**config.mk**
```make
export PLATFORM = sky130hd
export DESIGN_NAME = median_fire_detector
export DESIGN_NICKNAME = d
export VERILOG_FILES = /design/src/rtl/core/mfd_pkg.sv /design/src/rtl/core/mfd_median5.sv /design/src/rtl/core/median_fire_detector.sv
export VERILOG_INCLUDE_DIRS = /design/src /design/src/rtl/core
export SDC_FILE = /design/constraint.sdc
export NUM_CORES = 1
export LEC_CHECK = 0
export ABC_AREA = 1
export BUFFER_PORTS_ARGS = -buffer_cell sky130_fd_sc_hd__buf_2
export CORE_MARGIN = 8
export CORE_UTILIZATION = 55
export CTS_CLUSTER_DIAMETER = 200
export CTS_CLUSTER_SIZE = 16
export DETAILED_ROUTE_END_ITERATION = 7
export PLACE_DENSITY = 0.79
export SLEW_MARGIN = 0
export SYNTH_ARGS = -nofsm -noshare
export SYNTH_HDL_FRONTEND = slang
export SYNTH_HIERARCHICAL = 1
export SYNTH_SLANG_ARGS = --single-unit
```
**constraint.sdc**
```tcl
create_clock -name clock -period 4.15 [get_ports clock]
set_input_delay 0.2075 -clock clock [delete_from_list [all_inputs] [get_ports clock]]
set_output_delay 0.2075 -clock clock [all_outputs]
set_load 0.05 [all_outputs]
```
**src/rtl/core/median_fire_detector_defines.svh**
```systemverilog
// Assertion macros for the median fire detector RTL.
// Included by the modules that carry concurrent checks; no other dependencies.
`ifndef MEDIAN_FIRE_DETECTOR_DEFINES_SVH
`define MEDIAN_FIRE_DETECTOR_DEFINES_SVH

`ifndef SYNTHESIS

// Check sampled on the rising clock edge, ignored while reset is high.
`define MFD_ASSERT(label, clk, rst, prop) \
   label: assert property (@(posedge clk) disable iff (rst) prop) \
      else $error("median fire detector check failed");

// Check sampled on the rising clock edge, also during reset.
`define MFD_ASSERT_ALWAYS(label, clk, prop) \
   label: assert property (@(posedge clk) prop) \
      else $error("median fire detector check failed");

`else

`define MFD_ASSERT(label, clk, rst, prop)

`define MFD_ASSERT_ALWAYS(label, clk, prop)

`endif

`endif

```
**src/rtl/core/mfd_pkg.sv**
```systemverilog
// Shared constants and types for the median fire detector.
// Used by mfd_median5 and median_fire_detector; depends on nothing.
`default_nettype none

package mfd_pkg;

   localparam int BATCH_LEN   = 35;
   localparam int WINDOW_LEN  = 5;
   localparam int TEMP_W      = 16;
   localparam int COUNT_W     = 5;
   localparam int RISE_W      = TEMP_W + 1;
   localparam int LIMIT_W     = 16;
   localparam int POS_W       = $clog2(BATCH_LEN);
   localparam int RANK_W      = $clog2(WINDOW_LEN);
   localparam int MEDIAN_RANK = WINDOW_LEN / 2;
   localparam int CSR_IDX_W   = 2;
   localparam int CSR_DATA_W  = 16;

   localparam logic [COUNT_W-1:0] HIGH_COUNT_MAX = '1;

   localparam logic signed [TEMP_W-1:0] FIXED_THRESHOLD_RST = 16'sd58;
   localparam logic [COUNT_W-1:0]       COUNT_NEEDED_RST    = 5'd27;
   localparam logic [LIMIT_W-1:0]       RISE_LIMIT_RST      = 16'd8;

   typedef logic signed [TEMP_W-1:0] sample_type;
   typedef sample_type [WINDOW_LEN-1:0] window_type;

   typedef enum logic [CSR_IDX_W-1:0] {
      CSR_FIXED_THRESHOLD = 2'd0,
      CSR_COUNT_NEEDED    = 2'd1,
      CSR_RISE_LIMIT      = 2'd2
   } csr_index_type;

endpackage

`default_nettype wire

```
**src/rtl/core/mfd_median5.sv**
```systemverilog
// Median of the sample window, found by ranking every sample against the others.
// Depends on mfd_pkg for the window type and sizes.
`default_nettype none

module mfd_median5
   import mfd_pkg::*;
(
   input  window_type window,
   output sample_type median
);

   logic [RANK_W-1:0] rank [WINDOW_LEN];

   // Rank = number of samples that sort before this one; ties break by position,
   // so the ranks form a permutation and exactly one sample has the middle rank.
   always_comb begin
      for (int i = 0; i < WINDOW_LEN; i++) begin
         rank[i] = '0;
         for (int j = 0; j < WINDOW_LEN; j++) begin
            if (j != i) begin
               if ((window[j] < window[i]) || ((window[j] == window[i]) && (j < i))) begin
                  rank[i] = rank[i] + RANK_W'(1);
               end
            end
         end
      end
   end

   always_comb begin
      median = '0;
      for (int i = 0; i < WINDOW_LEN; i++) begin
         if (rank[i] == RANK_W'(MEDIAN_RANK)) begin
            median = median | window[i];
         end
      end
   end

endmodule

`default_nettype wire

```
**src/rtl/core/median_fire_detector.sv**
```systemverilog
// Median-of-five fire detector: window, batch counter, verdict and output register.
// Depends on mfd_pkg, mfd_median5 and median_fire_detector_defines.svh.
//
// Usage:
//   req_* carries one 16-bit signed temperature sample per transfer; rsp_* carries
//   one verdict (alarm, high_count, rise) per batch of 35 samples. A transfer
//   happens on a rising clock edge with valid high and stall low.
//   Throughput is one sample per cycle while req_stall is low. The window median is
//   registered into the median stage at the edge of the sample transfer, and the batch
//   totals and verdict go from there into the output register that drives rsp_valid.
//   A verdict waits in the output register while rsp_stall is high and samples
//   keep flowing; only when the next verdict is ready behind a stalled one does
//   req_stall go high, until the waiting verdict is taken.
//   Reset (synchronous, active high) empties the pipeline, starts a new batch and
//   loads threshold 58, count needed 27 and rise limit 8.
//   csr_* writes a register and is meant for use while idle:
//   index 0 threshold, 1 count needed, 2 rise limit; index 3 is ignored.
`default_nettype none

module median_fire_detector
   import mfd_pkg::*;
(
   input  logic                       clock,
   input  logic                       reset,

   input  logic                       req_valid,
   output logic                       req_stall,
   input  logic signed [TEMP_W-1:0]   req_temperature,

   output logic                       rsp_valid,
   input  logic                       rsp_stall,
   output logic                       rsp_alarm,
   output logic [COUNT_W-1:0]         rsp_high_count,
   output logic signed [RISE_W-1:0]   rsp_rise,

   input  logic                       csr_we,
   input  logic [CSR_IDX_W-1:0]       csr_index,
   input  logic [CSR_DATA_W-1:0]      csr_wdata
);

`include "median_fire_detector_defines.svh"

   // configuration
   logic signed [TEMP_W-1:0] threshold_ff;
   logic [COUNT_W-1:0]       needed_ff;
   logic [LIMIT_W-1:0]       limit_ff;

   // window stage
   window_type               window_ff;
   logic [POS_W-1:0]         pos_ff;
   sample_type               median;

   // median stage
   logic                     a_vld_ff;
   sample_type               med_ff;
   logic                     a_has_med_ff;
   logic                     a_first_ff;
   logic                     a_last_ff;

   // batch totals
   logic [COUNT_W-1:0]       count_ff;
   sample_type               first_ff;
   sample_type               latest_ff;

   // output register
   logic                     rsp_valid_ff;
   logic                     rsp_alarm_ff;
   logic [COUNT_W-1:0]       rsp_count_ff;
   logic signed [RISE_W-1:0] rsp_rise_ff;

   logic                     req_fire;
   logic                     b_block;
   logic                     b_fire;
   logic                     is_high;
   logic [COUNT_W-1:0]       count_in;
   sample_type               first_in;
   sample_type               latest_in;
   logic signed [RISE_W-1:0] rise_in;
   logic                     alarm_in;

   mfd_median5 u_median (
      .window (window_ff),
      .median (median)
   );

   // A verdict cannot enter the output register while the previous one is stalled.
   assign b_block   = a_vld_ff && a_last_ff && rsp_valid_ff && rsp_stall;
   assign b_fire    = a_vld_ff && !b_block;
   assign req_stall = b_block;
   assign req_fire  = req_valid && !req_stall;

   always_comb begin
      is_high   = med_ff >= threshold_ff;
      count_in  = count_ff;
      first_in  = first_ff;
      latest_in = latest_ff;
      if (a_has_med_ff) begin
         if (is_high && (count_ff != HIGH_COUNT_MAX)) begin
            count_in = count_ff + COUNT_W'(1);
         end
         if (a_first_ff) begin
            first_in = med_ff;
         end
         latest_in = med_ff;
      end
      rise_in  = $signed({latest_in[TEMP_W-1], latest_in}) -
                 $signed({first_in[TEMP_W-1], first_in});
      alarm_in = (count_in >= needed_ff) || (rise_in > $signed({1'b0, limit_ff}));
   end

   always_ff @(posedge clock) begin
      if (reset) begin
         threshold_ff <= FIXED_THRESHOLD_RST;
         needed_ff    <= COUNT_NEEDED_RST;
         limit_ff     <= RISE_LIMIT_RST;
         window_ff    <= '0;
         pos_ff       <= '0;
         a_vld_ff     <= 1'b0;
         a_has_med_ff <= 1'b0;
         a_first_ff   <= 1'b0;
         a_last_ff    <= 1'b0;
         count_ff     <= '0;
         first_ff     <= '0;
         latest_ff    <= '0;
         rsp_valid_ff <= 1'b0;
      end else begin
         if (csr_we) begin
            case (csr_index)
               CSR_FIXED_THRESHOLD: threshold_ff <= $signed(csr_wdata[TEMP_W-1:0]);
               CSR_COUNT_NEEDED:    needed_ff    <= csr_wdata[COUNT_W-1:0];
               CSR_RISE_LIMIT:      limit_ff     <= csr_wdata[LIMIT_W-1:0];
               default: ;
            endcase
         end

         // shift the sample in; the median taken at this edge is of the window before it
         if (req_fire) begin
            for (int i = 0; i < WINDOW_LEN - 1; i++) begin
               window_ff[i] <= window_ff[i+1];
            end
            window_ff[WINDOW_LEN-1] <= req_temperature;
            if (pos_ff == POS_W'(BATCH_LEN - 1)) begin
               pos_ff <= '0;
            end else begin
               pos_ff <= pos_ff + POS_W'(1);
            end
         end

         if (!b_block) begin
            a_vld_ff     <= req_fire;
            med_ff       <= median;
            a_has_med_ff <= pos_ff >= POS_W'(WINDOW_LEN);
            a_first_ff   <= pos_ff == POS_W'(WINDOW_LEN);
            a_last_ff    <= pos_ff == POS_W'(BATCH_LEN - 1);
         end

         if (rsp_valid_ff && !rsp_stall) begin
            rsp_valid_ff <= 1'b0;
         end

         if (b_fire) begin
            if (a_last_ff) begin
               count_ff     <= '0;
               first_ff     <= '0;
               latest_ff    <= '0;
               rsp_valid_ff <= 1'b1;
               rsp_alarm_ff <= alarm_in;
               rsp_count_ff <= count_in;
               rsp_rise_ff  <= rise_in;
            end else begin
               count_ff  <= count_in;
               first_ff  <= first_in;
               latest_ff <= latest_in;
            end
         end
      end
   end

   assign rsp_valid      = rsp_valid_ff;
   assign rsp_alarm      = rsp_alarm_ff;
   assign rsp_high_count = rsp_count_ff;
   assign rsp_rise       = rsp_rise_ff;

   `MFD_ASSERT(a_pos_wrap, clock, reset,
      (req_fire && (pos_ff == POS_W'(BATCH_LEN - 1))) |=> (pos_ff == '0))
   `MFD_ASSERT(a_verdict_source, clock, reset, $rose(rsp_valid_ff) |-> $past(a_vld_ff && a_last_ff))
   `MFD_ASSERT(a_last_has_median, clock, reset, (a_vld_ff && a_last_ff) |-> a_has_med_ff)
   `MFD_ASSERT(a_totals_cleared, clock, reset,
      (b_fire && a_last_ff) |=> ((count_ff == '0) && (first_ff == '0) && (latest_ff == '0)))
   `MFD_ASSERT_ALWAYS(a_reset_empties, clock,
      reset |=> (!rsp_valid_ff && !a_vld_ff && (pos_ff == '0)))

endmodule

`default_nettype wire
```
==> results.ini, run 1 <==
[layout]
final_cell_mix = 430 x nand2_1, 290 x nor2_1, 288 x inv_1
final_common_cell = nand2_1
fin_area_sq_mm = 0.0164
area_growth_pct = 9.91
final_net_count = 2455
final_cells = 2534
antenna_cells = 0
layout-drive-gt1-share_pct = 8.39
nFillCells = 2429

[cts]
cts.sinks = 204
cts_setup_buffers = 0
cts_tree = yes
clk-insertion-delay-late_ps = 520
clock-root-buffer = clkbuf_16
cts_htree_levels = 1
numCtsBuffers = 16
path_clk_slew_ps = 70
cts_buffer_depth = 3

[synth]
yosysWarningCount = 6
synthMuxAreaShare_pct = 0
synth_simple_gate_area_share_pct = 27.3
yosysSeqAreaShare_pct = 30.0
synth_seq_cells = 204
synth_xor_area_share_pct = 0.762
netlist_instances = 2104
synth_area_leaders = dfxtp_1 22%, ha_1 19%, nand2_1 11%
async_flop_share_pct = 0
yosysTopAreaCell = dfxtp_1
syn_nets = 2375
synth_top_area_share_pct = 22.1
synth-compound-area-share_pct = 13.0
syn_area_per_cell_sq_um = 7.10
synth_cell_types = 46
synth_top_family_by_area = simple AND/OR/NAND/NOR gates
yosys.area_share.adder_pct = 19.5
synth-edff-count = 39
syn_area_sq_mm = 0.0149
synth_ff_type = dfxtp_1

[timing]
finalCritPeriodShare_pct = 96.0
fin_setup_tns_ps = 0
worstMarginPinSlew_ps = 1040
rsz0062_at_grt = false
hold_ws_ps = 16.5
fin_crit_ps = 3980
fmax_mhz = 251
hold_violations = 0
drv_slew = 0
relSlewSlack_pct = 30.4
setup_viol_count_final = 0
finalClockSkew_ps = 33.3

[place]
hpwlAfterDp_um = 32200
dp.cells = 2485
io_buffer_count = 63
gp_congestion = 1.00
placed_cell_area_sq_mm = 0.0157

[critical_path]
cp.required_ps = 4390
arrival_ps = 4220
start_kind = flop
worst-setup-path-type = reg -> reg
end_kind = flop
r2r_slack_ps = 170
cp_max_fo = 9

[die]
rows = 60
fp.dieArea_sq_mm = 0.0327
fp.coreArea_sq_mm = 0.0268
num_io_pins = 64
die_h_um = 181
die_w_um = 181
start_util_pct = 55.7

[routing]
drc_errors = 0
ant_nets = 0
wl_um = 42400
drt_iter0_markers = 1082
vias = 14200
drt-wirelength-per-cell_um = 16.7
drt-pass1-iter-count = 6
via_per_inst = 5.59

[global_routing]
grt_antenna_before_repair = 0
grt_pass1_wl_um = 67800
gr-total-overflow = 0
grt_max_degree = 83
grt_pass1_vias = 13300
track_usage_pct = 25.1

[worst_hold_path]
hold_path.class = in -> reg

[run_status]
status = complete, no violations

[power]
leakage_nw = 8.23
ir_worst_vdd_uv = 473
p_per_area_mw_per_mm2 = 384
total_power_mw = 6.31

[run]
drv_cap = 0

-- cells in the mapped netlist (9+ instances only) --
master / n
nand2_1: 430
nor2_1: 292
inv_1: 289
ha_1: 231
dfxtp_1: 165
a21oi_1: 148
o21ai_0: 144
nand3_1: 89
nand4_1: 48
clkbuf_1: 43
edfxtp_1: 39
nand3_2: 26
nand2_2: 15
nor3_1: 14
o22ai_1: 14
buf_2: 13
o21ai_1: 11
o211ai_1: 10
o21bai_1: 10
xor2_1: 9
-- what timing repair did --
| item | CTS | global route |
|---|---|---|
| endpoints found under the setup margin | 2 | 17 |
| hold endpoints to repair | 26 | 0 |
| gates resized for setup | 1 | 6 |
| hold buffers | 22 | 0 |
-- cells by family after synthesis --
family | count (synthesis)
AO/OA/AOI/OAI | 361
XOR/XNOR | 13
flip-flops | 204
AND/OR/NAND/NOR | 937
buffers and inverters | 357
adder cells (fa/ha/maj) | 232
-- worst max-delay path, stage by stage (launching register included) --
cell and delay (ps):
dfxtp_1 470, inv_1 120, ha_1 390, nand2_1 110
nor3_1 370, nand2_1 160, nand3_1 120, nand3_1 170
ha_1 390, nand4_1 140, nand2_1 130, inv_1 50
ha_1 280, nand4_1 90, nand3_1 150, buf_4 220
nand4_1 100, nand2_1 70, nor2_1 100, nand2_1 70
-- metal layers --
metal	wire [um]	global-route usage [%]
met5	0	0
met4	1780	10.4
met3	2750	3.23
met2	20000	43.5
met1	17800	31.0
-- through the flow --
step,util [%],setup slack (ps)
after detailed placement,58.5,14.4
after CTS,61.2,143
after global routing,61.3,3.45
final,61.3,168
after floorplan,-,719
after global placement,58.5,154
-- flip-flops by register name, indices dropped and copies added, names as in the netlist --
register        flops
a_first_ff          1
rsp_valid           1
a_vld_ff            1
limit_ff           16
rsp_high_count      5
rsp_rise           17
rsp_alarm           1
threshold_ff       16
first_ff           16
count_ff            5
window_ff          80
pos_ff              6
a_last_ff           1
a_has_med_ff        1
latest_ff          16
med_ff             16
needed_ff           5
-- layout make-up --
type                    instances  area [sq um]  area share [%]
repair buffers                125           836            5.09
well taps                     341           427            2.60
clock buffers                  26           459            2.80
multi-input cells            1543          9080            55.3
clock inverters                 1          30.0           0.183
flip-flops and latches        204          4480            27.3
inverters                     294          1100            6.72
-- report_power, final --
group / switching, mW / leakage (nW) / total, mW / internal [mW]
clock: 0.739 / 0.234 / 1.56 / 0.822
combinational: 1.61 / 6.27 / 2.38 / 0.770
sequential: 0.189 / 1.73 / 2.37 / 2.18
total: 2.54 / 8.23 / 6.31 / 3.77
-- path summary, 6_finish.rpt --
check | startpoint | to | cells past startpoint
worst min register to register | first_ff[0] | first_ff[0] | 2
worst max register to register | window_ff[47] | med_ff[4] | 19
worst max-delay path | window_ff[47] | med_ff[4] | 19
worst min-delay path | req_valid | a_vld_ff | 3
Power figures use the tool's default switching activity.
==> run 2, diff against run 1 <==
Settings changed: REMOVE_ABC_BUFFERS set to 1, SKIP_LAST_GASP set to 1.
==> results.ini, run 2 (synthesis results as in run 1) <==
[run_status]
status = complete, no violations

[die]
die_h_um = 181  ; unchanged
start_util_pct = 55.7  ; unchanged
die_w_um = 181  ; unchanged
fp.dieArea_sq_mm = 0.0327  ; unchanged
fp.coreArea_sq_mm = 0.0268  ; unchanged
num_io_pins = 64  ; unchanged
rows = 60  ; unchanged

[timing]
finalClockSkew_ps = 48.5  ; +15.2 ps
finalCritPeriodShare_pct = 93.9  ; -2.1 points
worstMarginPinSlew_ps = 1100  ; +63.5 ps
relSlewSlack_pct = 26.3  ; -4.1 points
fin_crit_ps = 3900  ; -86.0 ps
fin_ws_ps = 254  ; +86.0 ps
hold_violations = 0  ; unchanged
fin_setup_tns_ps = 0  ; unchanged
setup_viol_count_final = 0  ; unchanged
drv_slew = 0  ; unchanged
rsz0062_at_grt = false
fmax_mhz = 257  ; +2.2%

[cts]
clk-insertion-delay-late_ps = 510  ; about the same
numCtsBuffers = 16  ; unchanged
cts.sinks = 204  ; unchanged
path_clk_slew_ps = 80  ; about the same
cts_buffer_depth = 3  ; unchanged
clock-root-buffer = clkbuf_16
cts_tree = yes
cts_htree_levels = 1  ; unchanged

[routing]
ant_nets = 0  ; unchanged
drt-wirelength-per-cell_um = 16.4  ; -1.6%
via_per_inst = 5.60  ; +0.10%
wl_um = 41400  ; -2.1%
drc_errors = 0  ; unchanged
drt_iter0_markers = 1171  ; +8.2%
vias = 14100  ; -0.41%
drt-pass1-iter-count = 5  ; -1

[layout]
largest_reg_flops = 80  ; unchanged
regMostFlops = window_ff
fin_util_pct = 60.8  ; -0.43 points
final_common_cell = nand2_1
final_cell_mix = 430 x nand2_1, 290 x nor2_1, 288 x inv_1
nFillCells = 2440  ; +0.45%
multi_input_area_sq_mm = 0.00907  ; -0.19%
layout-drive-gt1-share_pct = 7.84  ; -0.55 points
final_net_count = 2442  ; -0.53%
antenna_cells = 0  ; unchanged
final_cells = 2521  ; -0.51%
seq_area_sq_mm = 0.00448  ; about the same
area_growth_pct = 9.13

[global_routing]
gr-total-overflow = 0  ; unchanged
grt_antenna_before_repair = 0  ; unchanged
grt_max_degree = 83  ; unchanged
track_usage_pct = 24.9  ; -0.18 points
grt_pass1_wl_um = 68100  ; +0.51%
grt_pass1_vias = 13800  ; +3.6%

[place]
gp_congestion = 1.01  ; +1.1%
hpwlAfterDp_um = 30900  ; -3.9%
dp.cells = 2473  ; -0.48%
io_buffer_count = 63  ; unchanged
preCtsSetupSlack_ps = 246  ; +232 ps

[power]
clkPwrFrac_pct = 24.7  ; about the same
p_per_area_mw_per_mm2 = 387  ; +0.66%
p_sw_mw = 2.54  ; +0.20%
ir_worst_vdd_uv = 434  ; -8.1%
combPwrFrac_pct = 37.6  ; about the same
leakage_nw = 8.16  ; -0.84%
seq_power_share_pct = 37.6  ; about the same
sw_frac_of_total_pct = 40.3  ; +0.10 points
total_power_mw = 6.31  ; about the same
p_int_mw = 3.76  ; -0.23%

[critical_path]
cp.required_ps = 4390  ; about the same
worst-setup-path-type = reg -> reg
cp_max_fo = 16  ; +7
start_kind = flop
arrival_ps = 4140  ; -80 ps
end_kind = flop

[run]
drv_cap = 0  ; unchanged

[worst_hold_path]
hold_path.class = in -> reg

-- run 2: changes by cell type in the layout (fill, tap and decap cells not counted), sizes merged --
| cell | change |
|---|---|
| buf | -12 |
| dlygate4sd3 | -1 |
-- run 2: power groups by stage --
stage	clock, mW	sequential [mW]	combinational [mW]
floorplan	0	2.31	1.55
global placement	0	2.41	2.21
detailed placement	0	2.41	2.27
CTS	1.59	2.36	2.31
global route	1.67	2.38	2.64
finish	1.56	2.37	2.37
-- run 2: repair_timing --
action,in CTS,in global routing
buffers inserted,0,0
resized for setup,0,5
setup endpoints to repair,0,17
hold buffers,21,0
endpoints found under the hold margin,25,0
-- run 2: layout make-up --
| cell class | count | area share, % |
|---|---|---|
| Tap cell | 341 | 2.62 |
| Sequential cell | 204 | 27.5 |
| Inverter | 294 | 6.77 |
| Multi-Input combinational cell | 1543 | 55.6 |
| Clock inverter | 1 | 0.184 |
| Timing Repair Buffer | 112 | 4.51 |
| Clock buffer | 26 | 2.82 |
-- run 2: path summary, 6_finish.rpt --
path	startpoint	to	slack [ps]	cells past startpoint
max	window_ff[71]	med_ff[11]	250	23
min	csr_we	limit_ff[3]	10	3
max reg2reg	window_ff[71]	med_ff[11]	250	23
min reg2reg	latest_ff[12]	latest_ff[12]	460	2
-- run 2: metal layers --
layer  track usage (%)  wire, um  up-vias
li1                  -         -     7040
met1              30.1     17700     6444
met2              43.3     19300      523
met3              3.87      2850      112
met4              10.7      1670        0
met5                 0         0        -
-- run 2: worst max-delay path, cell delays in order, from the launching register on --
cell     delay [ps]
dfxtp_1         420
inv_1           140
ha_1            320
nand2_1          80
nor2_1          310
nand2_1          90
nand2_1         140
nand2_1          90
nand3_1          70
nand3_1         160
ha_1            370
inv_1            70
nand4_1         120
nand2_1         140
inv_1            60
ha_1            190
nand2_1          80
inv_1            50
nand2_1         100
nand2_4         230
nand3_2         150
nand2_1          70
nor2_1          110
nand2_1          70
-- run 2: through the flow --
step,area (sq um),hold slack (ps)
CTS,16300,5.68
finish,16300,13.5
global placement,15600,428
floorplan,14600,277
global route,16300,36.2
detailed placement,15600,434
